`src/sv/css_pkg.sv`:
```
package css_pkg;

  localparam int unsigned CMD_W    = 4;
  localparam int unsigned VALUE_W  = 32;
  localparam int unsigned POS_W    = 6;
  localparam int unsigned COUNT_W  = 7;
  localparam int unsigned STATUS_W = 2;
  localparam int unsigned WIDE_W   = 64;

  typedef enum logic [CMD_W-1:0] {
    CMD_START       = 4'd0,
    CMD_END         = 4'd1,
    CMD_ADVANCE     = 4'd2,
    CMD_RETREAT     = 4'd3,
    CMD_INSERT      = 4'd4,
    CMD_ATTACH      = 4'd5,
    CMD_REMOVE      = 4'd6,
    CMD_PUSH_FRONT  = 4'd7,
    CMD_PUSH_BACK   = 4'd8,
    CMD_POP_FRONT   = 4'd9,
    CMD_READ_CURSOR = 4'd10,
    CMD_READ_INDEX  = 4'd11
  } css_cmd_e;

  typedef enum logic [STATUS_W-1:0] {
    STATUS_OK      = 2'd0,
    STATUS_FULL    = 2'd1,
    STATUS_NO_ITEM = 2'd2,
    STATUS_RANGE   = 2'd3
  } css_status_e;

  typedef enum logic [2:0] {
    ST_IDLE,
    ST_SHIFT_UP,
    ST_SHIFT_DN,
    ST_DRAIN,
    ST_WRITE,
    ST_READ,
    ST_FINISH
  } css_state_e;

  typedef struct packed {
    logic [CMD_W-1:0]   cmd;
    logic [VALUE_W-1:0] entry_value;
    logic [POS_W-1:0]   read_position;
  } css_cmd_t;

  typedef struct packed {
    logic [VALUE_W-1:0] read_data;
    logic [COUNT_W-1:0] item_count;
    logic [COUNT_W-1:0] cursor_position;
    logic               cursor_valid;
    css_status_e        status;
  } css_res_t;

endpackage

```
`src/sv/css_if.sv`:
```
interface css_cmd_if;
  logic                 valid;
  logic                 ready;
  css_pkg::css_cmd_t    payload;

  modport source (output valid, output payload, input ready);
  modport sink (input valid, input payload, output ready);
endinterface

interface css_res_if;
  logic                 valid;
  logic                 ready;
  css_pkg::css_res_t    payload;

  modport source (output valid, output payload, input ready);
  modport sink (input valid, input payload, output ready);
endinterface

```
`src/sv/css_ram.sv`:
```
module css_ram #(
  parameter int unsigned WIDTH = 32,
  parameter int unsigned DEPTH = 64
) (
  input  logic                     clk_i,
  input  logic                     we_i,
  input  logic [$clog2(DEPTH)-1:0] waddr_i,
  input  logic [WIDTH-1:0]         wdata_i,
  input  logic                     re_i,
  input  logic [$clog2(DEPTH)-1:0] raddr_i,
  output logic [WIDTH-1:0]         rdata_o
);

  logic [WIDTH-1:0] mem_q [DEPTH];

  always_ff @(posedge clk_i) begin
    if (we_i) begin
      mem_q[waddr_i] <= wdata_i;
    end
    if (re_i) begin
      rdata_o <= mem_q[raddr_i];
    end
  end

endmodule

```
`src/sv/cursor_sequence_store.sv`:
```
// Ordered store of up to DEPTH words with a cursor, held in one synchronous RAM.
// Commands arrive as beats on cmd_i (cmd, entry_value, read_position); each
// command yields exactly one result beat on res_o (read_data, item_count,
// cursor_position, cursor_valid, status).
// A command is taken only while the sequencer is idle. Cursor moves, failed
// commands and removals that move no entry go straight to the finish state,
// which stores the result; reads and writes that move no entry pass through a
// read or write state first. Insertions and removals move every entry behind
// the gap one place through the RAM, one entry per cycle with one read and one
// write in flight, then drain the last write; an insertion then writes the new
// entry. The next command is accepted once the result is stored and the
// sequencer is idle again, so how long a command occupies the store is set by
// the number of entries moved through the single shared RAM port pair.
// Reset empties the store and sets the cursor to zero at once; the RAM is not
// cleared, as no command ever reads a slot that was not written.
// The result register decouples the two sides: once a result is stored the
// next command is accepted even if the receiver stalls. A second result waits
// in the sequencer until the result register is free.
module cursor_sequence_store #(
  parameter int unsigned DEPTH     = 64,
  parameter int unsigned WORD_BITS = 32
) (
  input  logic             clk_i,
  input  logic             rst_ni,
  css_cmd_if.sink          cmd_i,
  css_res_if.source        res_o
);

  localparam int unsigned AW = $clog2(DEPTH);
  localparam int unsigned CW = $clog2(DEPTH + 1);
  localparam logic [CW-1:0] FULL_COUNT = CW'(DEPTH);

  css_pkg::css_state_e  state_q, state_d;
  logic [CW-1:0]        count_q, count_d;
  logic [CW-1:0]        cursor_q, cursor_d;
  logic [AW-1:0]        idx_q, idx_d;
  logic [AW-1:0]        end_q, end_d;
  logic [AW-1:0]        gap_q, gap_d;
  logic [AW-1:0]        waddr_q, waddr_d;
  logic                 wpend_q, wpend_d;
  logic                 ins_q, ins_d;
  logic                 rd_flag_q, rd_flag_d;
  logic [WORD_BITS-1:0] word_q, word_d;
  css_pkg::css_status_e status_q, status_d;
  logic                 res_valid_q, res_valid_d;
  css_pkg::css_res_t    res_q, res_d;

  logic                 ram_we, ram_re;
  logic [AW-1:0]        ram_waddr, ram_raddr;
  logic [WORD_BITS-1:0] ram_wdata, ram_rdata;

  logic                 has_item, full;
  logic [AW-1:0]        count_a, cursor_a, last_a, g;
  logic                 op_ins, op_rem, op_rd;
  logic [15:0]          pos_w, cnt_w;
  logic [css_pkg::WIDE_W-1:0] in_wide, rd_wide;

  assign has_item = cursor_q < count_q;
  assign full     = count_q == FULL_COUNT;
  assign count_a  = count_q[AW-1:0];
  assign cursor_a = cursor_q[AW-1:0];
  assign last_a   = count_a - AW'(1);
  assign pos_w    = 16'(cmd_i.payload.read_position);
  assign cnt_w    = 16'(count_q);

  assign cmd_i.ready = (state_q == css_pkg::ST_IDLE);
  assign res_o.valid   = res_valid_q;
  assign res_o.payload = res_q;

  always_comb begin
    in_wide = '0;
    in_wide[css_pkg::VALUE_W-1:0] = cmd_i.payload.entry_value;
    rd_wide = '0;
    rd_wide[WORD_BITS-1:0] = ram_rdata;
  end

  always_comb begin
    state_d     = state_q;
    count_d     = count_q;
    cursor_d    = cursor_q;
    idx_d       = idx_q;
    end_d       = end_q;
    gap_d       = gap_q;
    waddr_d     = waddr_q;
    wpend_d     = 1'b0;
    ins_d       = ins_q;
    rd_flag_d   = rd_flag_q;
    word_d      = word_q;
    status_d    = status_q;
    res_valid_d = res_valid_q && !res_o.ready;
    res_d       = res_q;
    op_ins      = 1'b0;
    op_rem      = 1'b0;
    op_rd       = 1'b0;
    g           = '0;

    unique case (state_q)
      css_pkg::ST_IDLE: begin
        if (cmd_i.valid) begin
          word_d    = in_wide[WORD_BITS-1:0];
          status_d  = css_pkg::STATUS_OK;
          rd_flag_d = 1'b0;
          unique case (cmd_i.payload.cmd)
            css_pkg::CMD_START: cursor_d = '0;
            css_pkg::CMD_END: cursor_d = (count_q != '0) ? count_q - CW'(1) : '0;
            css_pkg::CMD_ADVANCE: begin
              if (has_item) cursor_d = cursor_q + CW'(1);
              else status_d = css_pkg::STATUS_NO_ITEM;
            end
            css_pkg::CMD_RETREAT: begin
              if (!has_item) status_d = css_pkg::STATUS_NO_ITEM;
              else if (cursor_q != '0) cursor_d = cursor_q - CW'(1);
            end
            css_pkg::CMD_INSERT: begin
              if (full) status_d = css_pkg::STATUS_FULL;
              else begin
                op_ins   = 1'b1;
                g        = has_item ? cursor_a : '0;
                cursor_d = CW'(g);
                count_d  = count_q + CW'(1);
              end
            end
            css_pkg::CMD_ATTACH: begin
              if (full) status_d = css_pkg::STATUS_FULL;
              else begin
                op_ins   = 1'b1;
                g        = has_item ? cursor_a + AW'(1) : count_a;
                cursor_d = CW'(g);
                count_d  = count_q + CW'(1);
              end
            end
            css_pkg::CMD_REMOVE: begin
              if (!has_item) status_d = css_pkg::STATUS_NO_ITEM;
              else begin
                op_rem  = 1'b1;
                g       = cursor_a;
                count_d = count_q - CW'(1);
              end
            end
            css_pkg::CMD_PUSH_FRONT: begin
              if (full) status_d = css_pkg::STATUS_FULL;
              else begin
                op_ins  = 1'b1;
                count_d = count_q + CW'(1);
              end
            end
            css_pkg::CMD_PUSH_BACK: begin
              if (full) status_d = css_pkg::STATUS_FULL;
              else begin
                op_ins   = 1'b1;
                g        = count_a;
                cursor_d = count_q;
                count_d  = count_q + CW'(1);
              end
            end
            css_pkg::CMD_POP_FRONT: begin
              if (!has_item) status_d = css_pkg::STATUS_NO_ITEM;
              else begin
                op_rem   = 1'b1;
                count_d  = count_q - CW'(1);
                cursor_d = (cursor_q == '0) ? count_q - CW'(1) : cursor_q - CW'(1);
              end
            end
            css_pkg::CMD_READ_CURSOR: begin
              if (has_item) begin
                op_rd = 1'b1;
                g     = cursor_a;
              end else status_d = css_pkg::STATUS_NO_ITEM;
            end
            css_pkg::CMD_READ_INDEX: begin
              if (pos_w < cnt_w) begin
                op_rd = 1'b1;
                g     = pos_w[AW-1:0];
              end else status_d = css_pkg::STATUS_RANGE;
            end
            default: ;
          endcase

          gap_d = g;
          ins_d = op_ins;
          if (op_ins) begin
            if (g == count_a) state_d = css_pkg::ST_WRITE;
            else begin
              state_d = css_pkg::ST_SHIFT_UP;
              idx_d   = count_a;
              end_d   = g;
            end
          end else if (op_rem) begin
            if (g == last_a) state_d = css_pkg::ST_FINISH;
            else begin
              state_d = css_pkg::ST_SHIFT_DN;
              idx_d   = g + AW'(1);
              end_d   = last_a;
            end
          end else if (op_rd) begin
            state_d   = css_pkg::ST_READ;
            rd_flag_d = 1'b1;
          end else begin
            state_d = css_pkg::ST_FINISH;
          end
        end
      end
      css_pkg::ST_SHIFT_UP: begin
        wpend_d = 1'b1;
        waddr_d = idx_q;
        idx_d   = idx_q - AW'(1);
        if (idx_q - AW'(1) == end_q) state_d = css_pkg::ST_DRAIN;
      end
      css_pkg::ST_SHIFT_DN: begin
        wpend_d = 1'b1;
        waddr_d = idx_q - AW'(1);
        idx_d   = idx_q + AW'(1);
        if (idx_q == end_q) state_d = css_pkg::ST_DRAIN;
      end
      css_pkg::ST_DRAIN: state_d = ins_q ? css_pkg::ST_WRITE : css_pkg::ST_FINISH;
      css_pkg::ST_WRITE: state_d = css_pkg::ST_FINISH;
      css_pkg::ST_READ: state_d = css_pkg::ST_FINISH;
      css_pkg::ST_FINISH: begin
        if (!res_valid_q || res_o.ready) begin
          res_valid_d           = 1'b1;
          res_d.read_data       = rd_flag_q ? rd_wide[css_pkg::VALUE_W-1:0] : '0;
          res_d.item_count      = css_pkg::COUNT_W'(count_q);
          res_d.cursor_position = css_pkg::COUNT_W'(cursor_q);
          res_d.cursor_valid    = has_item;
          res_d.status          = status_q;
          state_d               = css_pkg::ST_IDLE;
        end
      end
      default: state_d = css_pkg::ST_IDLE;
    endcase
  end

  always_comb begin
    ram_we    = wpend_q || (state_q == css_pkg::ST_WRITE);
    ram_waddr = wpend_q ? waddr_q : gap_q;
    ram_wdata = wpend_q ? ram_rdata : word_q;
    ram_re    = 1'b0;
    ram_raddr = gap_q;
    unique case (state_q)
      css_pkg::ST_SHIFT_UP: begin
        ram_re    = 1'b1;
        ram_raddr = idx_q - AW'(1);
      end
      css_pkg::ST_SHIFT_DN: begin
        ram_re    = 1'b1;
        ram_raddr = idx_q;
      end
      css_pkg::ST_READ: ram_re = 1'b1;
      default: ;
    endcase
  end

  css_ram #(
    .WIDTH (WORD_BITS),
    .DEPTH (DEPTH)
  ) u_ram (
    .clk_i   (clk_i),
    .we_i    (ram_we),
    .waddr_i (ram_waddr),
    .wdata_i (ram_wdata),
    .re_i    (ram_re),
    .raddr_i (ram_raddr),
    .rdata_o (ram_rdata)
  );

  always_ff @(posedge clk_i or negedge rst_ni) begin
    if (!rst_ni) begin
      state_q     <= css_pkg::ST_IDLE;
      count_q     <= '0;
      cursor_q    <= '0;
      wpend_q     <= 1'b0;
      res_valid_q <= 1'b0;
    end else begin
      state_q     <= state_d;
      count_q     <= count_d;
      cursor_q    <= cursor_d;
      wpend_q     <= wpend_d;
      res_valid_q <= res_valid_d;
    end
  end

  always_ff @(posedge clk_i) begin
    idx_q     <= idx_d;
    end_q     <= end_d;
    gap_q     <= gap_d;
    waddr_q   <= waddr_d;
    ins_q     <= ins_d;
    rd_flag_q <= rd_flag_d;
    word_q    <= word_d;
    status_q  <= status_d;
    res_q     <= res_d;
  end

endmodule

```
`src/flat_wrapper.sv`:
```
// flat-port wrapper written by rule: the top's interface ports become plain ports
module cursor_sequence_store_flat 
#(
  parameter int unsigned DEPTH     = 64,
  parameter int unsigned WORD_BITS = 32
)
  (clk_i, rst_ni, cmd_i_valid, cmd_i_payload, cmd_i_ready, res_o_valid, res_o_payload, res_o_ready);
  css_cmd_if cmd_i_i ();
  css_res_if res_o_i ();
  input  logic clk_i;
  input  logic rst_ni;
  input wire logic [$bits(cmd_i_i.valid)-1:0] cmd_i_valid;
  input wire logic [$bits(cmd_i_i.payload)-1:0] cmd_i_payload;
  output wire logic [$bits(cmd_i_i.ready)-1:0] cmd_i_ready;
  output wire logic [$bits(res_o_i.valid)-1:0] res_o_valid;
  output wire logic [$bits(res_o_i.payload)-1:0] res_o_payload;
  input wire logic [$bits(res_o_i.ready)-1:0] res_o_ready;
  assign cmd_i_i.valid = cmd_i_valid;
  assign cmd_i_i.payload = cmd_i_payload;
  assign cmd_i_ready = cmd_i_i.ready;
  assign res_o_valid = res_o_i.valid;
  assign res_o_payload = res_o_i.payload;
  assign res_o_i.ready = res_o_ready;
  cursor_sequence_store #(.DEPTH(DEPTH), .WORD_BITS(WORD_BITS)) u_core (.clk_i(clk_i), .rst_ni(rst_ni), .cmd_i(cmd_i_i), .res_o(res_o_i));
endmodule
```
`config.mk`:
```
export PLATFORM = sky130hd
export DESIGN_NAME = cursor_sequence_store_flat
export DESIGN_NICKNAME = d
export VERILOG_FILES = /design/src/sv/css_pkg.sv /design/src/sv/css_if.sv /design/src/sv/css_ram.sv /design/src/sv/cursor_sequence_store.sv /design/src/flat_wrapper.sv
export SDC_FILE = /design/constraint.sdc
export NUM_CORES = 2
export LEC_CHECK = 0
export ABC_AREA = 1
export ABC_CLOCK_PERIOD_IN_PS = 4400
export BUFFER_PORTS_ARGS = -buffer_cell sky130_fd_sc_hd__buf_2
export CAP_MARGIN = 20
export CORE_MARGIN = 3
export CORE_UTILIZATION = 25
export DETAILED_ROUTE_END_ITERATION = 8
export PLACE_DENSITY = 0.38
export SETUP_SLACK_MARGIN = 0.02
export SYNTH_ARGS = -nofsm -noshare
export SYNTH_HDL_FRONTEND = slang
export SYNTH_SLANG_ARGS = --single-unit
```
`constraint.sdc`:
```
create_clock -name clk_i -period 4.4 [get_ports clk_i]
set_clock_uncertainty 0.15 [all_clocks]
set_input_delay 0.88 -clock clk_i [delete_from_list [all_inputs] [get_ports clk_i]]
set_output_delay 0.88 -clock clk_i [all_outputs]
set_load 0.02 [all_outputs]
```
; ---- Word level (Yosys, flattened, before mapping)
; Memory sizes are Yosys's and may differ from the RTL's. A register that Yosys moved wholly into a read port is not among the register bits.
; Cells that the tools add are included.
; W data, S select, Z words.
[totals]
reg_bits = 128
ramBits = 2048
in_bits = 46
output_inout_bits = 51
n_memories = 1
[op_classes]
add_sub_neg = 9
order_cmp = 2
n_eq_ne = 40
mux = 70
reduce_logical = 30
[memory_table]
columns = name, depth, word_bits, rd, rd_ports_with_merged_regs, write_ports, line_no
row1 = u_core.u_ram.mem_q, 64, 32, 1, 1, 1, css_ram.sv:14  ; logic [WIDTH-1:0] mem_q [DEPTH];
[ops]
columns = operator, count
row1 = $mux W6, 18
row2 = $mux W7, 11
row3 = $pmux W7 S8, 1
row4 = $mux W32, 1
row5 = $pmux W6 S5, 1
row6 = $eq A6 B6 Y1, 4
row7 = $mux W3, 8
row8 = $pmux W6 S2, 2
row9 = $mux W1, 19
row10 = $add A6 B1 Y6 const B, 3
row11 = $ne A2 B1 Y1 const B, 9
row12 = $pmux W3 S6, 1
row13 = $pmux W6 S3, 1
row14 = $eq A4 B3 Y1 const B, 4
row15 = $eq A4 B4 Y1 const B, 4
row16 = $reduce_and A5 Y1, 3
row17 = $add A7 B1 Y7 const B, 2
row18 = $pmux W7 S2, 1
row19 = $reduce_bool A7 Y1, 2
row20 = $sub A7 B1 Y7 const B, 2
row21 = $ne A2 B2 Y1 const B, 6
row22 = $sub A6 B1 Y6 const B, 2
row23 = $reduce_and A10 Y1, 1
row24 = $reduce_or A2 Y1, 5
row25 = 28 further kinds, 40

; ---- Depth between registers and ports, before layout
[depth]
ltp_word = 12
mapped_depth = 25
depth_no_buf = 23

; ---- Hierarchy
; A second synthesis with hierarchy kept.
[hier_totals]
hier_cells = 7666
area_unflattened_um2 = 90589.4
[modules_own_cells]
columns = module, n_inst, cells_each, area_each_um2, seq_area_each_um2
row1 = css_ram, 1, 6785, 83106.0, 62459.9
row2 = cursor_sequence_store, 1, 881, 7483.4, 3748.6

; ---- Worst setup path after synthesis
; No wires, ideal clock.
[synth_path]
path_kind = input-to-reg
startpoint = input cmd_i_valid
endpoint = register u_core.cursor_q[1]
arrival_time_ps = 3873
slack_ps = 294
path_stages = 8
n_path_buf = 0
path_cell_list = inv_1 nor2_1 inv_1 a2111oi_0 nand3_1 inv_1 o21ai_0 o21ai_0
[synth_via]
elab_chain_cells = 1
[synth_rtl]
columns = element, line_no
row1 = from (decl), flat_wrapper.sv:12  ; input wire logic [$bits(cmd_i_i.valid)-1:0] cmd_i_valid;
row2 = $reduce_and A10 Y1 (no source line), --
row3 = to (signal assigned), cursor_sequence_store.sv:276  ; cursor_q <= cursor_d;
row4 = to (decl), cursor_sequence_store.sv:35  ; logic [CW-1:0] cursor_q, cursor_d;
; No other way between the ends.
; A chain may end at the register's enable or synchronous reset.

; ---- Worst setup path after layout
[layout_path]
startpoint = register u_core.state_q[0]
endpoint = register u_core.u_ram.rdata_o[14], read port of u_core.u_ram.mem_q, data pin
[layout_via]
elab_chain_cells = 3
[layout_rtl]
columns = element, line_no
row1 = from (decl), cursor_sequence_store.sv:33  ; css_pkg::css_state_e state_q, state_d;
row2 = from (signal assigned), cursor_sequence_store.sv:268  ; state_q <= css_pkg::ST_IDLE;
row3 = from (signal assigned), cursor_sequence_store.sv:274  ; state_q <= state_d;
row4 = $eq A3 B3 Y1 (tied with other cells), cursor_sequence_store.sv:239  ; unique case (state_q)
row5 = $reduce_or A3 Y1 (no source line), --
row6 = $mux W1, cursor_sequence_store.sv:239
row7 = to (decl), css_ram.sv:11  ; output logic [WIDTH-1:0] rdata_o
; Several ways; a longest one is shown, not always the timed one.

==> key figures <==
Clock network
  – Max clock buf depth: 4
  – Inserted Clock Buffers: between 200 and 300
  – CTS H-tree lvls: 5
  – Worst skew pair latency: 870 ps
  – Post-CTS setup buffers: 0
  – Clock root buffer: clkbuf_16
  – CTS Sinks: ~2200
  – CTS tree: built
  – Clock Pin Slew Worst Setup and Hold Paths: 60 ps

Logic synthesis
  – Top cells by area, synth: edfxtp_1 75%, o21ai_0 6.5%, nor2_1 5.3%
  – Syn nets: 6735
  – Register area share after synthesis: 0.751
  – Top FF cell, synth: edfxtp_1
  – Number of synthesized flops with an enable pin: approximately 2200
  – Synth Instances: ~6700
  – Most numerous cell in the Yosys netlist: edfxtp_1
  – Commonest cells post-synth: 2189 x edfxtp_1, 1235 x nor2_1, 1138 x o21ai_0
  – Synth area leader: edfxtp_1
  – Synthesized area: roughly 0.088 mm^2
  – #FFs+latches synth: 2208
  – Yosys top cell area share: 0.745
  – Synth warn: 0
  – Average instance area after synthesis: 13.2 um^2
  – Synth async-reset ratio: 0.00861
  – Library cells used by synthesis: 46

Floorplan
  – Die ar.: 0.360 mm^2
  – Core ar.: around 0.35 mm^2
  – Starting Density: 0.252
  – # IOs: 97
  – DIE HEIGHT: 600 um
  – # rows: 217
  – Die width: ~600 um

STA
  – Max Slew Vio Count: 0
  – Worst hold slack: approximately 86 ps
  – Endpoints failing hold: 0
  – Measured slew at the worst slew-check pin: roughly 1100 ps
  – Final worst-path cycle share: 0.953
  – Headroom to the max-slew limit: 0.243
  – F_max: roughly 0.24 GHz
  – Fin crit period: between 4000 and 5000 ps
  – Setup TNS: 0 ps
  – RSZ-0062 raised after global routing: false
  – Endpoints failing setup: 0

GRT
  – Global-route wire length before repair: roughly 440 mm
  – Vias in the first global route: approximately 57000
  – Antenna violations before repair: 14
  – Largest net degree at the start of global routing: ~100
  – Total track usage: 0.169
  – GR Overflow Total: 0

Layout
  – Register area: approximately 0.066 mm^2
  – Final nets: roughly 7000
  – Layout cells sized above 1: 0.132
  – Layout Utilization: 0.302
  – Area delta synth->final: 19.8%
  – FILL cells: between 30000 and 40000
  – Multi-input gate area: a little over 0.02 mm^2

Route
  – WL per Instance: ~27 um
  – TritonRoute pass-1 iters: 5
  – Routed WL: between 300 and 400 mm
  – Antenna-violating nets left: 0
  – Via/cell ratio: between 4 and 5
  – Residual DRC: 0
  – Vias: 57459
  – Drt initial violations: between 5000 and 6000

Setup path
  – CP Buf/Inv Count: 4
  – Kind of end point of the critical path: register
  – Worst Path Required: a little under 5000 ps
  – Crit-path max cell delay: around 480 ps
  – Delay-heaviest family, CP: simple AND/OR/NAND/NOR gates
  – Arrival @ worst endpoint: 4660 ps
  – Worst path cell trace: nor2_2 > nand2_4 > inv_2 > nand2_1 > nand3_4 > clkinv_16 > buf_4 > o21ai_0 > o22ai_1 > o211ai_1 > o211ai_1 > nand3_1 > buf_4 > nand2_1
  – Crit-path slowest cell: dfrtp_1
  – Startpoint type of the worst setup path: register
  – Critical path class: reg2reg
  – CP Max Fanout: 49

Placed design
  – IO buf count: 96
  – Detailed placement HPWL: around 180 mm
  – Gpl congestion: roughly 0.84

Power
  – Total Power: a little over 90 mW
  – Power Density: about 880 mW/mm^2
  – Peak supply drop: roughly 570 uV
  – Clock network fraction of total power: 0.225
  – Leak Pwr: between 30 and 40 nW
  – Sequential share of power: 0.314
  – Internal power: 52.1 mW
  – Net Sw Frac: 0.441
  – Sw power: 41.1 mW
  – Comb pwr share: 0.461

Worst hold path
  – Hold crit path type: in2reg

Outcome
  – Status: finished, final reports clean

Flow run
  – MaxCap Viol Count: 0
[logic make-up after synthesis]
group	count (synthesis)	share of synthesized area
flops	2208	0.751
compound gates	2061	0.135
simple gates	1758	0.0788
buf+inv	591	0.0293
xor+xnor	31	0.00308
fa+ha+maj	20	0.00284
[cell type report]
| cell class | count | share of cell area |
|---|---|---|
| inverter | 128 | 0.00510 |
| tap | 4599 | 0.0545 |
| multi-input combinational | 3870 | 0.190 |
| clock buffer | 329 | 0.0659 |
| clock inverter | 133 | 0.0116 |
| timing repair buffer | 483 | 0.0460 |
| sequential | 2208 | 0.627 |
| antenna | 3 | 0.0000710 |
[final timing paths]
path                                    start                  endpoint  slack (ps)  cells past startpoint
setup / recovery            u_core.state_q[0]  u_core.u_ram.rdata_o[14]         210                     14
hold / removal                    res_o_ready        u_core.res_o.valid          90                      2
setup reg to reg            u_core.state_q[0]  u_core.u_ram.rdata_o[14]         210                     14
hold reg to reg            u_core.status_q[1]   u_core.res_o.payload[1]         270                      0
max in group asynchronous              rst_ni            u_core.wpend_q        3140                      2
min in group asynchronous              rst_ni        u_core.cursor_q[1]         460                      2
[placed cells by master (no fill, tap or decap), types with 20 or more instances in the layout]
cell type,instances
buf_12,111
buf_2,96
buf_4,243
clkbuf_1,59
clkbuf_16,269
clkinv_1,56
clkinv_2,37
dlygate4sd3_1,33
edfxtp_1,2189
ha_1,20
inv_1,112
nand2_1,281
nand2_2,26
nand3_1,159
nor2_1,1169
nor2_4,66
o211ai_1,182
o21ai_0,1137
o21ai_1,113
o21bai_1,76
o221ai_1,105
o22ai_1,412
xor2_1,20
[power groups by stage]
stage	logic (mW)	registers, mW	clock network, mW
2_1_floorplan	22.7	29.4	0
3_3_place_gp	43.4	29.7	0
3_5_place_dp	43.4	29.7	0
4_1_cts	43.5	29.3	21.6
5_1_grt	46.8	29.3	22.3
6_report	42.9	29.2	21.0
[per-layer routing]
metal | GRT usage | vias up | share of wire
met5 | 0 | - | 0
met1 | 0.234 | 29649 | 0.45
met4 | 0.0467 | 0 | 0.027
li1 | - | 25673 | -
met3 | 0.0272 | 435 | 0.059
met2 | 0.273 | 1702 | 0.46
[flip-flops by register name (all words and copies together) (netlist names)]
| name | cells |
|---|---|
| u_core.wpend_q | 1 |
| u_core.res_o.valid | 1 |
| u_core.res_o.payload | 49 |
| u_core.word_q | 32 |
| u_core.waddr_q | 6 |
| u_core.idx_q | 6 |
| u_core.gap_q | 6 |
| u_core.end_q | 6 |
| u_core.state_q | 3 |
| u_core.u_ram.rdata_o | 32 |
| u_core.ins_q | 1 |
| u_core.u_ram.mem_q | 2048 |
| u_core.rd_flag_q | 1 |
| u_core.cursor_q | 7 |
| u_core.status_q | 2 |
| u_core.count_q | 7 |
[timing repair]
action / CTS / global route
endpoints found under the hold margin: 51 / 0
hold buffers: 33 / 0
gates resized for setup: 1 / 3
endpoints found under the setup margin: 1 / 2
[through the flow]
stage          setup slack (ps)  instance area (um^2)  std cells
2_1_floorplan               294                 88200       6669
3_3_place_gp               11.6                 97100      11255
3_5_place_dp               78.6                 97100      11255
4_1_cts                    98.1                106000      11750
5_1_grt                    22.5                106000      11751
6_report                    206                106000      11753
No activity file was read; power rests on OpenSTA's default activity.
